$ cat config.mk
export PLATFORM = sky130hd
export DESIGN_NAME = nnis_div
export DESIGN_NICKNAME = d
export VERILOG_FILES = /design/src/sv/nnis_pkg.sv /design/src/sv/nnis_div.sv
export SDC_FILE = /design/constraint.sdc
export NUM_CORES = 1
export LEC_CHECK = 0
export BUFFER_PORTS_ARGS = -buffer_cell sky130_fd_sc_hd__buf_2
export CORE_MARGIN = 8
export CORE_UTILIZATION = 40
export CTS_CLUSTER_DIAMETER = 100
export DETAILED_ROUTE_END_ITERATION = 10
export GPL_TIMING_DRIVEN = 0
export HOLD_SLACK_MARGIN = 0.03
export PLACE_DENSITY = 0.63
export SYNTH_ARGS = -nofsm -noshare
export SYNTH_HDL_FRONTEND = slang
export SYNTH_SLANG_ARGS = --single-unit
export TNS_END_PERCENT = 20
$ cat constraint.sdc
create_clock -name clk_i -period 6.8 [get_ports clk_i]
set_clock_uncertainty 0.2 [all_clocks]
set_input_delay 0.68 -clock clk_i [delete_from_list [all_inputs] [get_ports clk_i]]
set_output_delay 0.68 -clock clk_i [all_outputs]
set_load 0.01 [all_outputs]
$ cat src/sv/nnis_pkg.sv
// Shared widths, codes and types of the nearest-neighbour image scaler.
package nnis_pkg;

  // Default store and destination limits for the top-level parameters.
  localparam int unsigned SRC_MAX_SIDE_DEF  = 128;
  localparam int unsigned DEST_MAX_SIDE_DEF = 4096;

  // Field widths.
  localparam int unsigned SRC_SIZE_W  = 8;
  localparam int unsigned DST_SIZE_W  = 13;
  localparam int unsigned SRC_COORD_W = 7;
  localparam int unsigned DST_COORD_W = 12;
  localparam int unsigned PIXEL_W     = 32;
  localparam int unsigned STATUS_W    = 2;

  // Scaling datapath: product of a destination coordinate and a source size,
  // and a quotient that always stays below the source size.
  localparam int unsigned PROD_W = DST_COORD_W + SRC_SIZE_W;
  localparam int unsigned QUO_W  = SRC_SIZE_W;
  localparam int unsigned CNT_W  = $clog2(QUO_W + 1);

  // Stream packing.
  localparam int unsigned IN_SRC_COL_LSB  = 0;
  localparam int unsigned IN_SRC_ROW_LSB  = IN_SRC_COL_LSB + SRC_COORD_W;
  localparam int unsigned IN_PIXEL_LSB    = IN_SRC_ROW_LSB + SRC_COORD_W;
  localparam int unsigned IN_DST_COL_LSB  = IN_PIXEL_LSB + PIXEL_W;
  localparam int unsigned IN_DST_ROW_LSB  = IN_DST_COL_LSB + DST_COORD_W;
  localparam int unsigned IN_USED_W       = IN_DST_ROW_LSB + DST_COORD_W;
  localparam int unsigned IN_TDATA_W      = ((IN_USED_W + 7) / 8) * 8;
  localparam int unsigned IN_TUSER_W      = 1;
  localparam int unsigned OUT_TDATA_W     = PIXEL_W;
  localparam int unsigned OUT_TUSER_W     = STATUS_W;

  // Configuration port.
  localparam int unsigned CFG_ADDR_W = 8;
  localparam int unsigned CFG_DATA_W = 32;

  localparam logic [CFG_ADDR_W-1:0] REG_SRC_WIDTH  = CFG_ADDR_W'(0);
  localparam logic [CFG_ADDR_W-1:0] REG_SRC_HEIGHT = CFG_ADDR_W'(1);
  localparam logic [CFG_ADDR_W-1:0] REG_DST_WIDTH  = CFG_ADDR_W'(2);
  localparam logic [CFG_ADDR_W-1:0] REG_DST_HEIGHT = CFG_ADDR_W'(3);

  // Request kinds.
  localparam logic OP_WRITE = 1'b0;
  localparam logic OP_FETCH = 1'b1;

  // Result status codes.
  localparam logic [STATUS_W-1:0] ST_DELIVERED = STATUS_W'(0);
  localparam logic [STATUS_W-1:0] ST_WRITTEN   = STATUS_W'(1);
  localparam logic [STATUS_W-1:0] ST_REJECTED  = STATUS_W'(2);

  // Request into the shared scaling divider.
  typedef struct packed {
    logic                   start;
    logic [DST_COORD_W-1:0] coord;
    logic [SRC_SIZE_W-1:0]  src_size;
    logic [DST_SIZE_W-1:0]  dst_size;
  } div_req_t;

  // Answer from the shared scaling divider.
  typedef struct packed {
    logic             done;
    logic [QUO_W-1:0] quot;
  } div_rsp_t;

endpackage

$ cat src/sv/nnis_div.sv
// Shared scaling unit: coord * src_size / dst_size by restoring division.
module nnis_div (
  input  logic              clk_i,
  input  logic              rst_ni,
  input  nnis_pkg::div_req_t req_i,
  output nnis_pkg::div_rsp_t rsp_o
);

  logic [nnis_pkg::PROD_W-1:0]     prod;
  logic [nnis_pkg::DST_SIZE_W-1:0] rem_q;
  logic [nnis_pkg::QUO_W-1:0]      quo_q;
  logic [nnis_pkg::DST_SIZE_W-1:0] dsz_q;
  logic [nnis_pkg::CNT_W-1:0]      cnt_q;
  logic                            busy_q;
  logic                            done_q;
  logic [nnis_pkg::DST_SIZE_W:0]   trial;
  logic [nnis_pkg::DST_SIZE_W:0]   diff;
  logic                            fits;

  // The product feeds the divider straight away; its upper part is already
  // below the divisor because the coordinate is below the destination size.
  assign prod = nnis_pkg::PROD_W'(req_i.coord) * nnis_pkg::PROD_W'(req_i.src_size);

  // One quotient bit per cycle.
  assign trial = {rem_q, quo_q[nnis_pkg::QUO_W-1]};
  assign diff  = trial - {1'b0, dsz_q};
  assign fits  = trial >= {1'b0, dsz_q};

  // Sequencing of the iterations.
  always_ff @(posedge clk_i or negedge rst_ni) begin
    if (!rst_ni) begin
      busy_q <= 1'b0;
      done_q <= 1'b0;
      cnt_q  <= '0;
    end else begin
      done_q <= 1'b0;
      if (req_i.start) begin
        busy_q <= 1'b1;
        cnt_q  <= nnis_pkg::CNT_W'(nnis_pkg::QUO_W);
      end else if (busy_q) begin
        cnt_q <= cnt_q - nnis_pkg::CNT_W'(1);
        if (cnt_q == nnis_pkg::CNT_W'(1)) begin
          busy_q <= 1'b0;
          done_q <= 1'b1;
        end
      end
    end
  end

  // Remainder and quotient shift register.
  always_ff @(posedge clk_i) begin
    if (req_i.start) begin
      rem_q <= nnis_pkg::DST_SIZE_W'(prod[nnis_pkg::PROD_W-1:nnis_pkg::QUO_W]);
      quo_q <= prod[nnis_pkg::QUO_W-1:0];
      dsz_q <= req_i.dst_size;
    end else if (busy_q) begin
      if (fits) begin
        rem_q <= diff[nnis_pkg::DST_SIZE_W-1:0];
      end else begin
        rem_q <= trial[nnis_pkg::DST_SIZE_W-1:0];
      end
      quo_q <= {quo_q[nnis_pkg::QUO_W-2:0], fits};
    end
  end

  assign rsp_o.done = done_q;
  assign rsp_o.quot = quo_q;

endmodule

==> impl_metrics.xml <==
<?xml version="1.0" encoding="UTF-8"?>
<metrics>
  <group name="global_routing">
    <metric name="grt_first_pass_wirelength" unit="µm">20400</metric>
    <metric name="first_global_vias" unit="">4452</metric>
    <metric name="initial_antenna_violation_count" unit="">0</metric>
    <metric name="gr-total-overflow" unit="">0</metric>
    <metric name="maximum_number_of_pins_on_one_net_before_global_route_repair" unit="">21</metric>
    <metric name="globalRouteTotalUtil" unit="">0.136</metric>
  </group>
  <group name="pwr">
    <metric name="power.switching_fraction" unit="">0.447</metric>
    <metric name="worst_vdd_rail_ir_drop" unit="mV">0.122</metric>
    <metric name="net_load_switching_power" unit="mW">0.980</metric>
    <metric name="share_clk_of_total_power" unit="">0.124</metric>
    <metric name="static-leakage-power" unit="nW">2.93</metric>
    <metric name="seq_pwr_share" unit="">0.197</metric>
    <metric name="combPwrFrac" unit="">0.678</metric>
    <metric name="power_density" unit="nW/µm²">362</metric>
    <metric name="cell_internal_pwr" unit="mW">1.21</metric>
  </group>
  <group name="floorplan">
    <metric name="die_area" unit="µm²">17600</metric>
    <metric name="dieHeight" unit="µm">133</metric>
    <metric name="core_area" unit="µm²">13300</metric>
    <metric name="die_width" unit="µm">133</metric>
    <metric name="placementRows" unit="">42</metric>
    <metric name="io_pins" unit="">45</metric>
    <metric name="floorplan.initialDensity" unit="">0.410</metric>
  </group>
  <group name="cells_and_area">
    <metric name="num-nets-final" unit="">773</metric>
    <metric name="layout.cells.non_filler" unit="">798</metric>
    <metric name="area_growth_syn_to_layout" unit="%">11.3</metric>
    <metric name="antenna_diode_count" unit="">0</metric>
    <metric name="proportion_of_layout_cells_with_a_drive_suffix_above_1" unit="">0.113</metric>
  </group>
  <group name="drt">
    <metric name="drt_pass1_iterations" unit="">4</metric>
    <metric name="drtIter0Drc" unit="">196</metric>
    <metric name="total_wire_length" unit="µm">11100</metric>
    <metric name="drcViolationCount" unit="">0</metric>
    <metric name="antenna_left" unit="">0</metric>
    <metric name="routed_via_density" unit="">5.05</metric>
    <metric name="wirelength_per_cell" unit="µm">14.0</metric>
    <metric name="vias" unit="">4027</metric>
  </group>
  <group name="critical_path">
    <metric name="reg_to_reg_setup_timing_slack" unit="ns">3.85</metric>
    <metric name="worst-endpoint-arrival" unit="ns">5.28</metric>
    <metric name="critical_path.reg2reg.endpoint" unit="">rem_q[3]$_DFFE_PP_</metric>
    <metric name="path_class" unit="">input port to flop</metric>
    <metric name="critical_path_sink_type" unit="">flop</metric>
    <metric name="r2r.worst_path.cells" unit="">11</metric>
    <metric name="timing.critical_path.to" unit="">rem_q[8]$_DFFE_PP_</metric>
    <metric name="cp.required" unit="ns">6.61</metric>
    <metric name="worstReg2RegStart" unit="">quo_q[7]$_DFFE_PP_</metric>
    <metric name="worst_setup_path_start_kind" unit="">input port</metric>
    <metric name="crit_path_max_fanout" unit="">10</metric>
    <metric name="timing.critical_path.from" unit="">req_i[19]</metric>
  </group>
  <group name="synthesis">
    <metric name="yosysWarnings" unit="">0</metric>
    <metric name="flip_flop_and_latch_count_after_synthesis" unit="">40</metric>
    <metric name="synth_enable_flop_cells" unit="">33</metric>
    <metric name="yosysSeqAreaShare" unit="">0.213</metric>
    <metric name="synth-async-reset-ratio" unit="">0.150</metric>
    <metric name="number_of_distinct_library_cell_variants_in_the_gate_level_netlist_after_synthesis" unit="">52</metric>
    <metric name="synthCells" unit="">569</metric>
    <metric name="synth-main-ff-cell" unit="">sky130_fd_sc_hd__edfxtp_1</metric>
    <metric name="syn_area" unit="µm²">5450</metric>
    <metric name="synth_fp_nets" unit="">721</metric>
    <metric name="synthesized_area_per_cell" unit="µm²">9.57</metric>
  </group>
  <group name="placed_design">
    <metric name="placed_cells" unit="">789</metric>
    <metric name="portBuffers" unit="">44</metric>
    <metric name="gp_congestion" unit="">0.869</metric>
    <metric name="dp_worst_setup_slack" unit="ns">1.06</metric>
    <metric name="dp_hpwl" unit="µm">9390</metric>
  </group>
  <group name="timing">
    <metric name="fin_hold_viols" unit="">0</metric>
    <metric name="tightest_slew" unit="ns">0.566</metric>
    <metric name="layout_setup_ws" unit="ns">1.33</metric>
    <metric name="period_needed" unit="ns">5.47</metric>
    <metric name="report.final.setup_viol" unit="">0</metric>
    <metric name="timing.slew.headroom" unit="">0.620</metric>
    <metric name="fin_tns_setup" unit="ns">0</metric>
    <metric name="max_freq" unit="GHz">0.183</metric>
    <metric name="period_share" unit="">0.804</metric>
    <metric name="grt_setup_unrepaired" unit="">false</metric>
    <metric name="maxSlewViolCount" unit="">0</metric>
  </group>
  <group name="clock_network">
    <metric name="cts_root_buf" unit="">sky130_fd_sc_hd__clkbuf_16</metric>
    <metric name="clock_tree.buffer_depth" unit="">2</metric>
    <metric name="worst_skew_pair.late_latency" unit="ns">0.29</metric>
    <metric name="post_cts_resize_count" unit="">0</metric>
    <metric name="numCtsBuffers" unit="">5</metric>
    <metric name="clock_sinks" unit="">40</metric>
    <metric name="tritoncts" unit="">done</metric>
    <metric name="htree_num_levels" unit="">2</metric>
    <metric name="clk_transition_reported_paths" unit="ns">0.06</metric>
  </group>
  <group name="outcome">
    <metric name="outcome" unit="">complete, no violations</metric>
  </group>
  <group name="hold_path">
    <metric name="min_delay_path_class" unit="">flop to flop</metric>
    <metric name="hold_start" unit="">rem_q[12]$_SDFFE_PP0P_</metric>
  </group>
  <group name="run">
    <metric name="max-cap-violations" unit="">0</metric>
  </group>
</metrics>
[worst min-delay path by stage]
| stage | endpoint | slack [ns] | depth (start not counted) |
|---|---|---|---|
| after global placement | cnt_q[3]$_DFFE_PN0P_ | 0.30 | 1 |
| after detailed placement | cnt_q[2]$_DFFE_PN0P_ | 0.31 | 1 |
| after CTS | rem_q[12]$_SDFFE_PP0P_ | 0.34 | 2 |
| after floorplan | busy_q$_DFF_PN0_ | 0.18 | 0 |
| final | rem_q[12]$_SDFFE_PP0P_ | 0.34 | 2 |
| after global routing | dsz_q[4]$_DFFE_PP_ | 0.36 | 1 |
[cells by family (layout without fill, tap and decap cells)]
kind of cell | after synthesis | after routing | share of synthesized area
compound gates | 87 | 87 | 0.116
xor+xnor | 26 | 26 | 0.0418
fa+ha+maj | 116 | 116 | 0.351
buf+inv | 114 | 167 | 0.0806
flops | 40 | 40 | 0.213
mux | 17 | 17 | 0.0326
simple gates | 169 | 169 | 0.165
[worst max-delay path: stages]
cell and delay, ns:
sky130_fd_sc_hd__buf_2 0.13, sky130_fd_sc_hd__clkbuf_1 0.35, sky130_fd_sc_hd__and2_1 0.22, sky130_fd_sc_hd__fa_1 0.45, sky130_fd_sc_hd__fa_1 0.53, sky130_fd_sc_hd__fa_1 0.55, sky130_fd_sc_hd__inv_1 0.06, sky130_fd_sc_hd__fa_1 0.53
sky130_fd_sc_hd__inv_1 0.04, sky130_fd_sc_hd__ha_1 0.36, sky130_fd_sc_hd__a21o_1 0.24, sky130_fd_sc_hd__o31ai_1 0.52, sky130_fd_sc_hd__o31ai_1 0.13, sky130_fd_sc_hd__a21oi_1 0.20, sky130_fd_sc_hd__xor2_1 0.19, sky130_fd_sc_hd__a22oi_1 0.10
[state kept, by name, indices dropped and copies added (netlist names)]
name,cells
dsz_q,13
quo_q,8
cnt_q,4
done_q,1
busy_q,1
rem_q,13
[power by group through the flow]
stage                     clock network [mW]  logic, mW  registers (mW)
after global placement                     0       1.46           0.436
after global routing                   0.286       1.73           0.443
after CTS                              0.278       1.51           0.434
after detailed placement                   0       1.49           0.439
final                                  0.273       1.49           0.433
after floorplan                            0       1.18           0.429
[area by class of cell]
type | count | area [µm²]
Multi-Input combinational cell | 415 | 3850
Clock inverter | 3 | 42.5
Clock buffer | 5 | 125
Fill cell | 1325 | 7230
Sequential cell | 40 | 1160
Inverter | 98 | 368
Tap cell | 176 | 220
Timing Repair Buffer | 45 | 230
Buffer | 16 | 71.3
[cells in the final DEF (no fill, tap or decap), types with 13 or more instances in the layout]
cell type and n:
sky130_fd_sc_hd__a21oi_1 18, sky130_fd_sc_hd__clkbuf_1 13, sky130_fd_sc_hd__xnor2_1 15, sky130_fd_sc_hd__nor2_1 23, sky130_fd_sc_hd__nand2_1 40, sky130_fd_sc_hd__inv_1 97, sky130_fd_sc_hd__and2_1 81, sky130_fd_sc_hd__buf_2 44
sky130_fd_sc_hd__edfxtp_1 33, sky130_fd_sc_hd__fa_1 61, sky130_fd_sc_hd__ha_1 55
[through the flow]
stage | utilization | instance area, µm² | power [mW] | hold slack [ns]
finish | 0.456 | 6060 | 2.19 | 0.336
global route | 0.456 | 6060 | 2.46 | 0.359
CTS | 0.456 | 6060 | 2.22 | 0.339
detailed placement | 0.443 | 5890 | 1.93 | 0.311
global placement | 0.443 | 5890 | 1.90 | 0.304
floorplan | - | 5450 | 1.61 | 0.184
[Yosys cell counts, drive strengths merged, types with 3 or more instances]
cell type,number,area [µm²]
o21ai,11,55.1
o21bai,5,37.5
a311oi,3,32.5
o31ai,4,30.0
dfrtp,6,150
nor2b,6,45.0
a21oi,19,98.9
and2,81,507
mux2,6,67.6
o31a,3,26.3
nand3,7,35.0
ha,55,688
nor2,23,86.3
inv,98,368
clkbuf,13,48.8
a31oi,7,43.8
o21a,6,45.0
buf,3,22.5
xnor2,15,131
xor2,11,96.3
a21o,10,75.1
and3,3,18.8
a22oi,4,35.0
nand2,41,156
edfxtp,33,991
nor3,3,15.0
a211oi,5,42.5
fa,61,1220
mux2i,11,110
[layer usage]
layer / global-route usage / routed length [µm]
met1: 0.170 / 5080
met2: 0.241 / 5610
met3: 0.0238 / 359
met4: 0.0246 / 85
met5: 0 / 0
[repair_timing]
action	CTS	global route
hold buffers	1	0
buffers inserted	0	0
setup endpoints to repair	0	0
endpoints found under the hold margin	6	0
Note: power is estimated with default switching activity, not from simulation.
